===== src/sv/prl_pkg.sv =====
`timescale 1ns / 1ps
// Shared widths, register indexes and constants for the packet rate limiter.
// No dependencies; imported by every other file of the block.
package prl_pkg;

  localparam int SEC_W        = 32;
  localparam int USEC_W       = 20;
  localparam int CFG_W        = 20;
  localparam int CNT_W        = 32;
  localparam int HOLD_W       = 29;
  localparam int CFG_ADDR_W   = 1;
  localparam int IN_TDATA_W   = 56;
  localparam int OUT_TDATA_W  = 8;
  localparam int STEPS        = 20;

  localparam logic [CFG_ADDR_W-1:0] REG_RATE = 1'b0;
  localparam logic [CFG_ADDR_W-1:0] REG_GAP  = 1'b1;

  localparam logic [USEC_W-1:0] USEC_PER_SEC = 20'd1000000;
  localparam logic [8:0]        HOLD_SECONDS = 9'd360;
  localparam logic [CFG_W-1:0]  RESET_RATE   = 20'd1;
  localparam logic [CFG_W-1:0]  RESET_GAP    = 20'd1000000;

endpackage


===== src/sv/packet_rate_limiter.sv =====
`timescale 1ns / 1ps
// Channel    Dir  Word contents (lowest bit first)
// s_axis     in   now_sec[31:0], now_usec[51:32], upstream_ready[52], zero pad
// m_axis     out  pull_granted[0], packet_passed[1], zero pad
// cfg        in   cfg_addr 0 = rate, 1 = gap_usec; written when cfg_we is high
//
// A request goes through setup, the bit-serial multiply/divide of prl_muldiv
// and an update to its result load; the first after reset records the start
// time only. One request is in work at a time; a loaded result waits in the
// output register while the next word is accepted. Reset is synchronous.
// Depends on prl_pkg and prl_muldiv.
module packet_rate_limiter (
  input  logic                            clk,
  input  logic                            rst,
  input  logic                            s_axis_tvalid,
  output logic                            s_axis_tready,
  // now_sec[31:0], now_usec[51:32], upstream_ready[52], zeros above
  input  logic [prl_pkg::IN_TDATA_W-1:0]  s_axis_tdata,
  output logic                            m_axis_tvalid,
  input  logic                            m_axis_tready,
  // pull_granted[0], packet_passed[1], zeros above
  output logic [prl_pkg::OUT_TDATA_W-1:0] m_axis_tdata,
  input  logic                            cfg_we,
  input  logic [prl_pkg::CFG_ADDR_W-1:0]  cfg_addr,
  input  logic [prl_pkg::CFG_W-1:0]       cfg_wdata
);
  import prl_pkg::*;

  localparam logic [2:0] ST_IDLE   = 3'd0;
  localparam logic [2:0] ST_SETUP  = 3'd1;
  localparam logic [2:0] ST_RUN    = 3'd2;
  localparam logic [2:0] ST_UPDATE = 3'd3;
  localparam logic [2:0] ST_DONE   = 3'd4;

  logic [2:0]        state;
  logic [CFG_W-1:0]  rate;
  logic [CFG_W-1:0]  gap_usec;
  logic [HOLD_W-1:0] hold_limit;
  logic              started;
  logic [SEC_W-1:0]  start_sec;
  logic [USEC_W-1:0] start_usec;
  logic [CNT_W-1:0]  granted_total;

  logic [SEC_W-1:0]  now_sec;
  logic [USEC_W-1:0] now_usec;
  logic              upstream_ready;
  logic              granted;

  logic [SEC_W-1:0]  dsec;
  logic [USEC_W-1:0] du;
  logic [CFG_W-1:0]  divisor;
  logic              md_start;
  logic              md_done;
  logic [CNT_W-1:0]  product;
  logic [USEC_W-1:0] quotient;

  logic [USEC_W:0]   du_raw;
  logic [USEC_W:0]   du_adj;
  logic [CNT_W-1:0]  need;
  logic [HOLD_W+8:0] hold_full;

  always_comb begin
    du_raw = {1'b0, now_usec} - {1'b0, start_usec};
    du_adj = du_raw + {1'b0, USEC_PER_SEC};
    if (!du_raw[USEC_W]) begin
      du = du_raw[USEC_W-1:0];
    end else if (du_adj[USEC_W]) begin
      du = '0;
    end else begin
      du = du_adj[USEC_W-1:0];
    end
    dsec      = now_sec - start_sec - {{(SEC_W-1){1'b0}}, du_raw[USEC_W]};
    divisor   = (gap_usec == '0) ? CFG_W'(1) : gap_usec;
    need      = product + {{(CNT_W-USEC_W){1'b0}}, quotient};
    hold_full = {9'd0, cfg_wdata} * {{(HOLD_W){1'b0}}, HOLD_SECONDS};
  end

  assign md_start      = (state == ST_SETUP) && started;
  assign s_axis_tready = (state == ST_IDLE);

  prl_muldiv u_muldiv (
    .clk      (clk),
    .rst      (rst),
    .start    (md_start),
    .dsec     (dsec),
    .rate     (rate),
    .du       (du),
    .divisor  (divisor),
    .done     (md_done),
    .product  (product),
    .quotient (quotient)
  );

  always_ff @(posedge clk) begin
    if (rst) begin
      rate       <= RESET_RATE;
      gap_usec   <= RESET_GAP;
      hold_limit <= HOLD_W'(RESET_RATE * HOLD_SECONDS);
    end else if (cfg_we) begin
      case (cfg_addr)
        REG_RATE: begin
          rate       <= cfg_wdata;
          hold_limit <= hold_full[HOLD_W-1:0];
        end
        REG_GAP:  gap_usec <= cfg_wdata;
        default:  ;
      endcase
    end
  end

  always_ff @(posedge clk) begin
    if (s_axis_tvalid && s_axis_tready) begin
      now_sec        <= s_axis_tdata[SEC_W-1:0];
      now_usec       <= s_axis_tdata[SEC_W+USEC_W-1:SEC_W];
      upstream_ready <= s_axis_tdata[SEC_W+USEC_W];
    end
  end

  always_ff @(posedge clk) begin
    if (rst) begin
      state         <= ST_IDLE;
      started       <= 1'b0;
      start_sec     <= '0;
      start_usec    <= '0;
      granted_total <= '0;
      granted       <= 1'b0;
    end else begin
      case (state)
        ST_IDLE: begin
          if (s_axis_tvalid) begin
            state <= ST_SETUP;
          end
        end
        ST_SETUP: begin
          if (started) begin
            state <= ST_RUN;
          end else begin
            started    <= 1'b1;
            start_sec  <= now_sec;
            start_usec <= now_usec;
            granted    <= 1'b0;
            state      <= ST_DONE;
          end
        end
        ST_RUN: begin
          if (md_done) begin
            state <= ST_UPDATE;
          end
        end
        ST_UPDATE: begin
          if (need > granted_total) begin
            granted_total <= granted_total + 1'b1;
            granted       <= 1'b1;
          end else begin
            granted <= 1'b0;
            if (granted_total > {{(CNT_W-HOLD_W){1'b0}}, hold_limit}) begin
              granted_total <= '0;
              start_sec     <= now_sec;
              start_usec    <= now_usec;
            end
          end
          state <= ST_DONE;
        end
        ST_DONE: begin
          if (!m_axis_tvalid || m_axis_tready) begin
            state <= ST_IDLE;
          end
        end
        default: state <= ST_IDLE;
      endcase
    end
  end

  always_ff @(posedge clk) begin
    if (rst) begin
      m_axis_tvalid <= 1'b0;
    end else if (state == ST_DONE && (!m_axis_tvalid || m_axis_tready)) begin
      m_axis_tvalid <= 1'b1;
    end else if (m_axis_tready) begin
      m_axis_tvalid <= 1'b0;
    end
  end

  always_ff @(posedge clk) begin
    if (state == ST_DONE && (!m_axis_tvalid || m_axis_tready)) begin
      m_axis_tdata <= {{(OUT_TDATA_W-2){1'b0}}, granted & upstream_ready, granted};
    end
  end

endmodule


===== src/sv/prl_muldiv.sv =====
`timescale 1ns / 1ps
// Bit-serial unit: elapsed seconds times rate (shift-add) and elapsed
// microseconds over the gap (restoring divide), one bit of each per cycle.
// Depends on prl_pkg.
module prl_muldiv (
  input  logic                       clk,
  input  logic                       rst,
  input  logic                       start,
  input  logic [prl_pkg::SEC_W-1:0]  dsec,
  input  logic [prl_pkg::CFG_W-1:0]  rate,
  input  logic [prl_pkg::USEC_W-1:0] du,
  input  logic [prl_pkg::CFG_W-1:0]  divisor,
  output logic                       done,
  output logic [prl_pkg::CNT_W-1:0]  product,
  output logic [prl_pkg::USEC_W-1:0] quotient
);
  import prl_pkg::*;

  localparam int STEP_BITS = $clog2(STEPS);

  logic                 busy;
  logic [STEP_BITS-1:0] cnt;
  logic [USEC_W-1:0]    rem;
  logic [USEC_W-1:0]    qsh;
  logic [CFG_W-1:0]     dvs;
  logic [CNT_W-1:0]     acc;
  logic [CNT_W-1:0]     mcand;
  logic [CFG_W-1:0]     mplier;

  logic [USEC_W:0]      trial;
  logic                 ge;
  logic [USEC_W:0]      diff;
  logic [USEC_W-1:0]    rem_next;

  always_comb begin
    trial    = {rem, qsh[USEC_W-1]};
    ge       = trial >= {1'b0, dvs};
    diff     = trial - {1'b0, dvs};
    rem_next = ge ? diff[USEC_W-1:0] : trial[USEC_W-1:0];
  end

  always_ff @(posedge clk) begin
    if (rst) begin
      busy <= 1'b0;
      done <= 1'b0;
      cnt  <= '0;
    end else if (start) begin
      busy <= 1'b1;
      done <= 1'b0;
      cnt  <= '0;
    end else if (busy) begin
      cnt <= cnt + 1'b1;
      if (cnt == STEP_BITS'(STEPS - 1)) begin
        busy <= 1'b0;
        done <= 1'b1;
      end
    end
  end

  always_ff @(posedge clk) begin
    if (start) begin
      rem    <= '0;
      qsh    <= du;
      dvs    <= divisor;
      acc    <= '0;
      mcand  <= dsec;
      mplier <= rate;
    end else if (busy) begin
      rem    <= rem_next;
      qsh    <= {qsh[USEC_W-2:0], ge};
      if (mplier[0]) begin
        acc <= acc + mcand;
      end
      mcand  <= {mcand[CNT_W-2:0], 1'b0};
      mplier <= {1'b0, mplier[CFG_W-1:1]};
    end
  end

  assign product  = acc;
  assign quotient = qsh;

endmodule


===== config.mk =====
export PLATFORM = sky130hd
export DESIGN_NAME = packet_rate_limiter
export DESIGN_NICKNAME = d
export VERILOG_FILES = /design/src/sv/prl_pkg.sv /design/src/sv/packet_rate_limiter.sv /design/src/sv/prl_muldiv.sv
export SDC_FILE = /design/constraint.sdc
export NUM_CORES = 1
export LEC_CHECK = 0
export BUFFER_PORTS_ARGS = -buffer_cell sky130_fd_sc_hd__buf_2
export CORE_MARGIN = 5
export CORE_UTILIZATION = 47
export DETAILED_ROUTE_END_ITERATION = 10
export HOLD_SLACK_MARGIN = 0.02
export SETUP_SLACK_MARGIN = 0.4
export SYNTH_ARGS = -nofsm -noshare
export SYNTH_HDL_FRONTEND = slang
export SYNTH_HIERARCHICAL = 1
export SYNTH_SLANG_ARGS = --single-unit

===== constraint.sdc =====
create_clock -name clk -period 13.05 [get_ports clk]
set_clock_uncertainty 0.1 [all_clocks]
set_input_delay 1.9575 -clock clk [delete_from_list [all_inputs] [get_ports clk]]
set_output_delay 1.9575 -clock clk [all_outputs]
set_load 0.01 [all_outputs]

; Word-level counts from Yosys, hierarchy flattened
; Cells that the tools add are included.
[totals]
word_cells = 101
ff_bits = 362
out_inout_bits = 10
[op_classes]
eq_ne = 11
magnitude_cmp = 3
add_sub_neg = 9
bitwise_logic = 2
n_reduce_logical = 20
mux = 32
n_mul = 1
[ops]
columns = op, n
row1 = $mux 32, 7
row2 = $mux 20, 10
row3 = $pmux 32 s2, 1
row4 = $pmux 20 s2, 1
row5 = $add 32x1->32 const B, 1
row6 = $add 32x20->32, 1
row7 = $add 32x32->32, 1
row8 = $gt 32x29->1, 1
row9 = $gt 32x32->1, 1
row10 = $sub 32x1->32, 1
row11 = $sub 32x32->32, 1
row12 = $mul 20x6->26 const B, 1
row13 = $add 21x20->21 const B, 1
row14 = $ge 21x20->1, 1
row15 = $sub 20x20->21, 1
row16 = $logic_not 20->1, 1
row17 = $sub 20x20->20, 1
row18 = $pmux 3 s5, 1
row19 = $mux 3, 4
row20 = $reduce_and 2->1, 6
row21 = $ne 2x2->1 const B, 5
row22 = $reduce_bool 2->1, 4
row23 = $mux 1, 7
row24 = $eq 3x2->1 const B, 2
row25 = other kinds (15), 17

; Depth between registers and ports, before layout
; Gate-level depths: netlist (run 1).
[logic_depth]
word_depth = 5
mapped_depth = 26

; By module
; The synthesis (run 1) kept the hierarchy.
[modules_own_cells]
columns = mod, n_inst, cells_each, area_per_inst_um2
row1 = packet_rate_limiter, 1, 1999, 16430.8
row2 = prl_muldiv, 1, 783, 8370.5

; Least setup slack after synthesis (run 1)
; OpenSTA, ideal clock, no wires.
[synth_path]
path_type = flip-flop to flip-flop
startpoint = register now_usec[0]
endpoint = register u_muldiv.mcand[26], data pin
setup_ps = 260
stages_incl_launch_ff = 25
arrival_time_ps = 5811
path_buffers = 0
slack_ps = 6880
t_required_ps = 12690
cell_sequence = edfxtp_1 inv_1 ha_1 inv_1 fa_1 a21o_1 a22o_1 a221oi_4 a21oi_2 a211oi_2 o21ai_1 clkinv_1 fa_1 ha_1 or2_2 fa_1 nand2b_1 a2111oi_0 o31a_1 o22ai_1 o31a_1 o211ai_1 a21boi_0 a311o_1 mux2_2
[synth_between]
elab_chain_cells = 3
[synth_lines]
columns = element, line
row1 = from (decl), packet_rate_limiter.sv:45  ; logic [USEC_W-1:0] now_usec;
row2 = from (signal assigned), packet_rate_limiter.sv:114  ; now_usec <= s_axis_tdata[SEC_W+USEC_W-1:SEC_W];
row3 = $sub 20x20->21, packet_rate_limiter.sv:63  ; du_raw = {1'b0, now_usec} - {1'b0, start_usec};
row4 = $sub 32x1->32, packet_rate_limiter.sv:72  ; dsec = now_sec - start_sec - {{(SEC_W-1){1'b0}}, du_raw[USEC_W]};
row5 = via dsec[26], packet_rate_limiter.sv:49  ; logic [SEC_W-1:0] dsec;
row6 = $mux 32, prl_muldiv.sv:61  ; if (start) begin
row7 = to (signal assigned), prl_muldiv.sv:66  ; mcand <= dsec;
row8 = to (signal assigned), prl_muldiv.sv:74  ; mcand <= {mcand[CNT_W-2:0], 1'b0};
row9 = to (decl), prl_muldiv.sv:27  ; logic [CNT_W-1:0] mcand;
; The timed path passes the listed nets, and every way through them passes these cells.
; A chain may end at the register's enable or synchronous reset.

; Worst setup path after layout (run 1)
; Same ends and word-level chain as after synthesis.

==> impl_metrics.yaml, run 1 <==
route:
  drt_pass1_iterations: 5
  vias: 19200
  routed_via_density: 5.42
  drtAntennaViolNets: 0
  drcViolationCount: 0
  drt-total-wl_um: 54000
  first_iter_violations: 984
  wire_per_inst_um: 15.3
timing:
  tightest_slew_ps: 1080
  fin_tns_setup_ps: 0
  slew_viol_final: 0
  fin_crit_sh_pct: 54.8
  setup_viol: 0
  slew_headroom_pct: 28.1
  hold_ws_ps: 353
  hold_viol: 0
  fin_crit_ps: 7150
  rsz0062_at_grt: "false"
  fmax_mhz: 140
  fin_ws_ps: 5900
clock_network:
  cts_resized: 0
  cts_buffer_depth: 3
  cts_setup_buffers: 0
  path_clk_slew_ps: 60
  numCtsBuffers: 43
  cts_tree: "built"
  cts.sinks: 360
  root_buffer: "clkbuf_16"
  htree_levels: 2
  hold_buffers: 0
  insertion_delay_ps: 580
flow_run:
  cap_viol_max_count: 0
yosys:
  synth_edf_count: 147
  synthFlopType: "dfxtp_1"
  ys_seq_elements: 360
  netlist_area_um2: 24800
  postSynthAreaPerCell_um2: 8.91
  synth_cell_types: 88
  netlist_instances: 2782
  synth_seq_area_share_pct: 35.0
  yosysWarnings: 6
  async_flop_share_pct: 0
placed_design:
  place_hpwl_um: 40600
  pre_cts_ws_ps: 5920
  place_inst: 3456
  port_buffers: 82
  globalplace.congestion: 0.850
worst_hold_path:
  min_path_cells: 2
  holdPathEnd: "rate[10]"
  min_from: "rate[10]"
  hold_class: "flop to flop"
power:
  p_leak_nw: 11.7
  max-vdd-ir-drop_v: 0.000103
  intPower_mw: 2.72
  combPwrFrac_pct: 38.7
  swShare_pct: 35.6
  powerDensity_nw_per_um2: 155
  power_frac_seq_pct: 32.9
  clock_power_share_pct: 28.4
  switchingPower_mw: 1.50
grt:
  antenna_found_initial: 0
  grt_pass1_wl_um: 89400
  grt-ovfl-total: 0
  grt_max_degree: 90
  grt_pass1_vias: 18300
  grt_usage_pct: 18.5
setup_path:
  path_max_fanout: 11
  cp.required_ps: 13270
  end_kind: "flop"
  rr_worst_depth: 25
  crit_arrival_ps: 7370
  rr_startpoint: "now_usec[0]"
  crit_type: "flop to flop"
  regToRegSetupSlack_ps: 5900
  r2r-end: "u_muldiv/mcand[26]"
  crit_path_start_kind: "flop"
finish:
  drive_above_1_share_pct: 9.62
  final_cell_mix: "nand2_1 (359), inv_1 (316), ha_1 (262)"
  fillers: 4889
  final_common_cell: "nand2_1"
  final_cells: 3536
  diodes: 0
  nNetsFinal: 3197
  area_growth_pct: 9.43
  fin_util_pct: 51.8
floorplanning:
  coreArea_um2: 52400
  die_area_um2: 57500
  initial_core_util_pct: 47.3
  num_rows: 84
  die_x_um: 240
  boundaryPins: 92
  die_h_um: 240
status:
  outcome: "completed"
==> state kept, by name, indices dropped and copies added, names as in the netlist, 24 cells and up <==
name              flops
start_sec            32
granted_total        32
hold_limit           24
now_sec              32
u_muldiv/mcand       32
u_muldiv/product     32
==> worst max-delay path by stage <==
stage,startpoint,end,cells past startpoint
3_5_place_dp,now_usec[0],u_muldiv/mcand[26],25
3_3_place_gp,now_usec[0],u_muldiv/mcand[26],25
6_report,now_usec[0],u_muldiv/mcand[26],25
4_1_cts,now_usec[0],u_muldiv/mcand[26],25
2_1_floorplan,now_usec[0],u_muldiv/mcand[26],24
5_1_grt,now_usec[0],u_muldiv/mcand[26],25
==> metrics by stage <==
stage,area [um^2],total power [mW]
2_1_floorplan,24800,2.69
3_3_place_gp,25700,2.99
3_5_place_dp,25700,3.04
4_1_cts,27100,4.27
5_1_grt,27100,4.54
6_report,27100,4.22
==> cell usage after synthesis, types with 20 or more instances <==
cell	instances	share of area, %
a211oi_1	31	0.94
clkbuf_1	82	1.2
or3_1	27	0.68
a31oi_1	20	0.50
mux2_2	74	3.4
inv_1	317	4.8
dfxtp_1	213	17
nor2b_1	21	0.53
nand3_1	49	0.99
nand2b_1	25	0.63
nor3_1	39	0.79
nand2_1	359	5.4
and3_1	22	0.55
a21oi_1	215	4.3
edfxtp_1	147	18
nor4_1	24	0.61
nand4_1	32	0.81
nor2_1	156	2.4
o21ai_0	91	1.8
fa_1	40	3.2
o21a_1	23	0.70
a21o_1	72	2.2
ha_1	262	13
mux2i_1	70	2.8
xnor2_1	101	3.6
xor2_1	42	1.5
==> final cells by class <==
| type | count | area (um^2) | share of cell area (%) |
|---|---|---|---|
| multi-input cells | 1995 | 14500 | 53.4 |
| clock inverters | 18 | 191 | 0.705 |
| flip-flops and latches | 360 | 8680 | 32.0 |
| well taps | 688 | 861 | 3.17 |
| clock buffers | 62 | 1220 | 4.49 |
| inverters | 318 | 1200 | 4.41 |
| repair buffers | 95 | 508 | 1.87 |
==> layer usage <==
metal	part of all wire (%)	vias to the layer above	global-route usage, %
li1	-	9760	-
met1	48	9057	25.3
met2	46	297	31.3
met3	4.2	56	2.95
met4	1.6	0	3.46
met5	0	-	0
==> worst max-delay path, stage by stage (launching register included) <==
cell,delay (ps)
edfxtp_1,400
inv_1,70
ha_1,150
inv_1,50
fa_1,410
a21o_1,200
a22o_1,220
a221oi_4,330
a21oi_2,110
a211oi_2,260
o21ai_1,110
buf_4,190
clkinv_1,210
fa_1,480
ha_1,210
or2_2,300
fa_1,400
nand2b_1,190
a2111oi_0,780
o31a_1,240
o22ai_1,140
o31a_1,330
o211ai_1,240
a21boi_0,160
a311o_1,370
mux2_2,260
==> power by group through the flow <==
stage,logic (mW),registers [mW],clock network [mW]
after floorplan,1.31,1.38,0
after global placement,1.58,1.41,0
after detailed placement,1.62,1.42,0
after CTS,1.64,1.39,1.24
after global routing,1.85,1.40,1.28
final,1.63,1.39,1.20
==> kinds of logic after synthesis <==
kind of cell               count (synthesis)  share of synthesized area, %
buffers and inverters                    432                          6.79
xor gates and xnor gates                 144                          5.12
muxes                                    146                          6.28
DFF                                      360                          35.0
and+or+nand+nor                          811                          15.1
other                                      1                        0.0151
AOI/OAI and AO/OA                        586                          15.3
adders and majority gates                302                          16.4
No activity file was read; power rests on OpenSTA's default activity.
==> run 2: changes to the inputs <==
- ABC_AREA: not set -> 1
- PLACE_DENSITY: not set -> 0.66
- clock period: 13.05 -> 6.5 ns (I/O delays scaled with it)
==> run 2 against run 1 <==
Clock power increased by 100%. Highest routed layer is now met5. Utilization decreased by 0.42 points. Power increased by 150%. Synthesized cell count increased by 44%. Largest cell class unchanged. Via count increased by 27%. First-iteration DRC count increased by 87%. Die area increased by 12%. Clock-buffer cell count decreased by 9. Area after synthesis increased by 13%.
==> impl_metrics.yaml, run 2 <==
status:
  outcome: "completed"
route:
  drt-total-wl_um: 68200
  routed_via_density: 5.04
  drcViolationCount: 0
  vias: 24400
  drt_pass1_iterations: 5
  drtAntennaViolNets: 0
  first_iter_violations: 1841
  wire_per_inst_um: 14.1
timing:
  hold_viol: 0
  fin_ws_ps: 1100
  slew_viol_final: 0
  slew_headroom_pct: 22.6
  fin_crit_ps: 5400
  fin_tns_setup_ps: 0
  rsz0062_at_grt: "false"
  fin_crit_sh_pct: 83.1
  tightest_slew_ps: 1160
  fmax_mhz: 185
  setup_viol: 0
yosys:
  yosysWarnings: 6
  postSynthAreaPerCell_um2: 6.96
  synth_top_area_share_pct: 15.8
  synthAdderAreaFrac_pct: 14.6
  synth_top_family_by_area: "simple AND/OR/NAND/NOR gates"
  netlist_instances: 4018
  synth_edf_count: 147
  synth_compound_area_share_pct: 9.35
  synthTopCellsByCount: "nand2_1 (1097), inv_1 (680), nor2_1 (406)"
  netlist_area_um2: 28000
  muxShareOfSynthArea_pct: 0
  async_flop_share_pct: 0
  synth_xor_area_share_pct: 4.04
  synthFlopType: "dfxtp_1"
  synth.most_common_cell: "nand2_1"
  ys_seq_elements: 360
  yosys-top-cells-area: "edfxtp_1 (16%), dfxtp_1 (15%), nand2_1 (15%), ha_1 (12%), inv_1 (9.1%)"
  synth_cell_types: 59
  synthSimpleGateAreaFrac_pct: 29.4
  synth.largest_area_cell: "edfxtp_1"
  synth_seq_area_share_pct: 31.0
clock_network:
  cts_buffer_depth: 3
  cts.sinks: 360
  hold_buffers: 0
  root_buffer: "clkbuf_16"
  path_clk_slew_ps: 60
  numCtsBuffers: 43
  cts_tree: "built"
  insertion_delay_ps: 590
  htree_levels: 2
  cts_resized: 0
  cts_setup_buffers: 0
grt:
  grt_usage_pct: 20.8
  grt-ovfl-total: 0
  grt_max_degree: 107
  grt_pass1_vias: 22300
  grt_pass1_wl_um: 112000
  antenna_found_initial: 1
finish:
  final_common_cell: "nand2_1"
  area_growth_pct: 8.34
  fillers: 5949
  drive_above_1_share_pct: 6.28
  final_cell_mix: "nand2_1 (1096), inv_1 (679), nor2_1 (402)"
  diodes: 0
  nNetsFinal: 4425
setup_path:
  cp.required_ps: 6860
  end_kind: "flop"
  rr_worst_depth: 22
  rr_startpoint: "u_muldiv/product[0]"
  crit_type: "flop to flop"
  regToRegSetupSlack_ps: 1100
  startpoint: "u_muldiv/product[0]"
  crit_arrival_ps: 5760
  path_max_fanout: 45
  r2r-end: "start_sec[25]"
  crit_path_start_kind: "flop"
  crit_end: "start_sec[25]"
floorplanning:
  die_h_um: 254
  boundaryPins: 92
  coreArea_um2: 59000
  initial_core_util_pct: 47.4
  die_x_um: 254
  num_rows: 89
  die_area_um2: 64500
worst_hold_path:
  hold_class: "flop to flop"
placed_design:
  globalplace.congestion: 0.938
  port_buffers: 82
  pre_cts_ws_ps: 1130
  place_hpwl_um: 52500
power:
  p_leak_nw: 15.2
  max-vdd-ir-drop_v: 0.000239
  powerDensity_nw_per_um2: 347
flow_run:
  cap_viol_max_count: 0
[run 2: cell count changes in the layout (fill, tap and decap cells not counted), sizes merged, moves of 52 or more]
| cell | delta |
|---|---|
| inv | +373 |
| mux2i | -70 |
| nand2 | +755 |
| nand3 | +180 |
| a21o | -57 |
| xnor2 | -68 |
| mux2 | -76 |
| nor2 | +270 |
| xor2 | +52 |
[run 2: worst max-delay path, cell delays in order (launching register included)]
cell,delay (ps)
dfxtp_1,410
ha_1,200
inv_1,70
fa_1,420
o21ai_0,370
nand4_1,180
nand3_1,210
nor3b_1,340
nand2_1,110
xor2_1,160
ha_1,270
nand2_1,80
nor2_4,100
nand4_2,130
nor4b_4,340
nand2_2,100
nand2_4,150
nand2_2,300
nand2_4,580
buf_4,390
nand3b_1,110
nand2_1,100
nor2_1,60
[run 2: cell families after synthesis]
family          after synthesis
simple gates               1937
buf+inv                     811
fa+ha+maj                   302
other cells                   1
compound gates              479
flops                       360
xor+xnor                    128
[run 2: per-stage QoR]
step	std cells	power (mW)	utilization, %	cell area (um^2)	hold slack, ps
finish	4849	10.5	51.3	30300	356
global route	4849	11.5	51.3	30300	384
CTS	4849	10.5	51.3	30300	360
detailed placement	4769	8.03	48.9	28900	348
global placement	4769	7.98	48.9	28900	345
floorplan	4023	6.92	-	28000	330
[run 2: power breakdown]
part | switching, mW | internal (mW)
clock | 1.02 | 1.42
sequential | 0.254 | 2.69
combinational | 3.26 | 1.85
[run 2: layout make-up]
class	count	area (um^2)	share of cell area, %
Tap cell	773	967	3.19
Clock inverter	27	259	0.855
Inverter	688	2580	8.53
Timing Repair Buffer	96	528	1.74
Sequential cell	360	8680	28.6
Multi-Input combinational cell	2852	16100	53.2
Clock buffer	53	1170	3.88
[run 2: routing by layer]
layer	routed length [um]	GRT usage (%)	vias to the layer above
li1	-	-	12800
met1	35200	31.6	11000
met2	28100	31.3	490
met3	3930	3.77	67
met4	925	3.71	2
met5	12	0	-
[run 2: how the worst min path moves through the flow]
| stage | start | to | slack, ps | cells past startpoint |
|---|---|---|---|---|
| 3_5_place_dp | gap_usec[2] | u_muldiv/dvs[2] | 350 | 0 |
| 3_3_place_gp | gap_usec[11] | u_muldiv/dvs[11] | 340 | 0 |
| 4_1_cts | u_muldiv/done | u_muldiv/done | 360 | 2 |
| 2_1_floorplan | u_muldiv/done | u_muldiv/done | 330 | 2 |
| 6_report | u_muldiv/done | u_muldiv/done | 360 | 2 |
| 5_1_grt | gap_usec[16] | u_muldiv/dvs[16] | 380 | 0 |
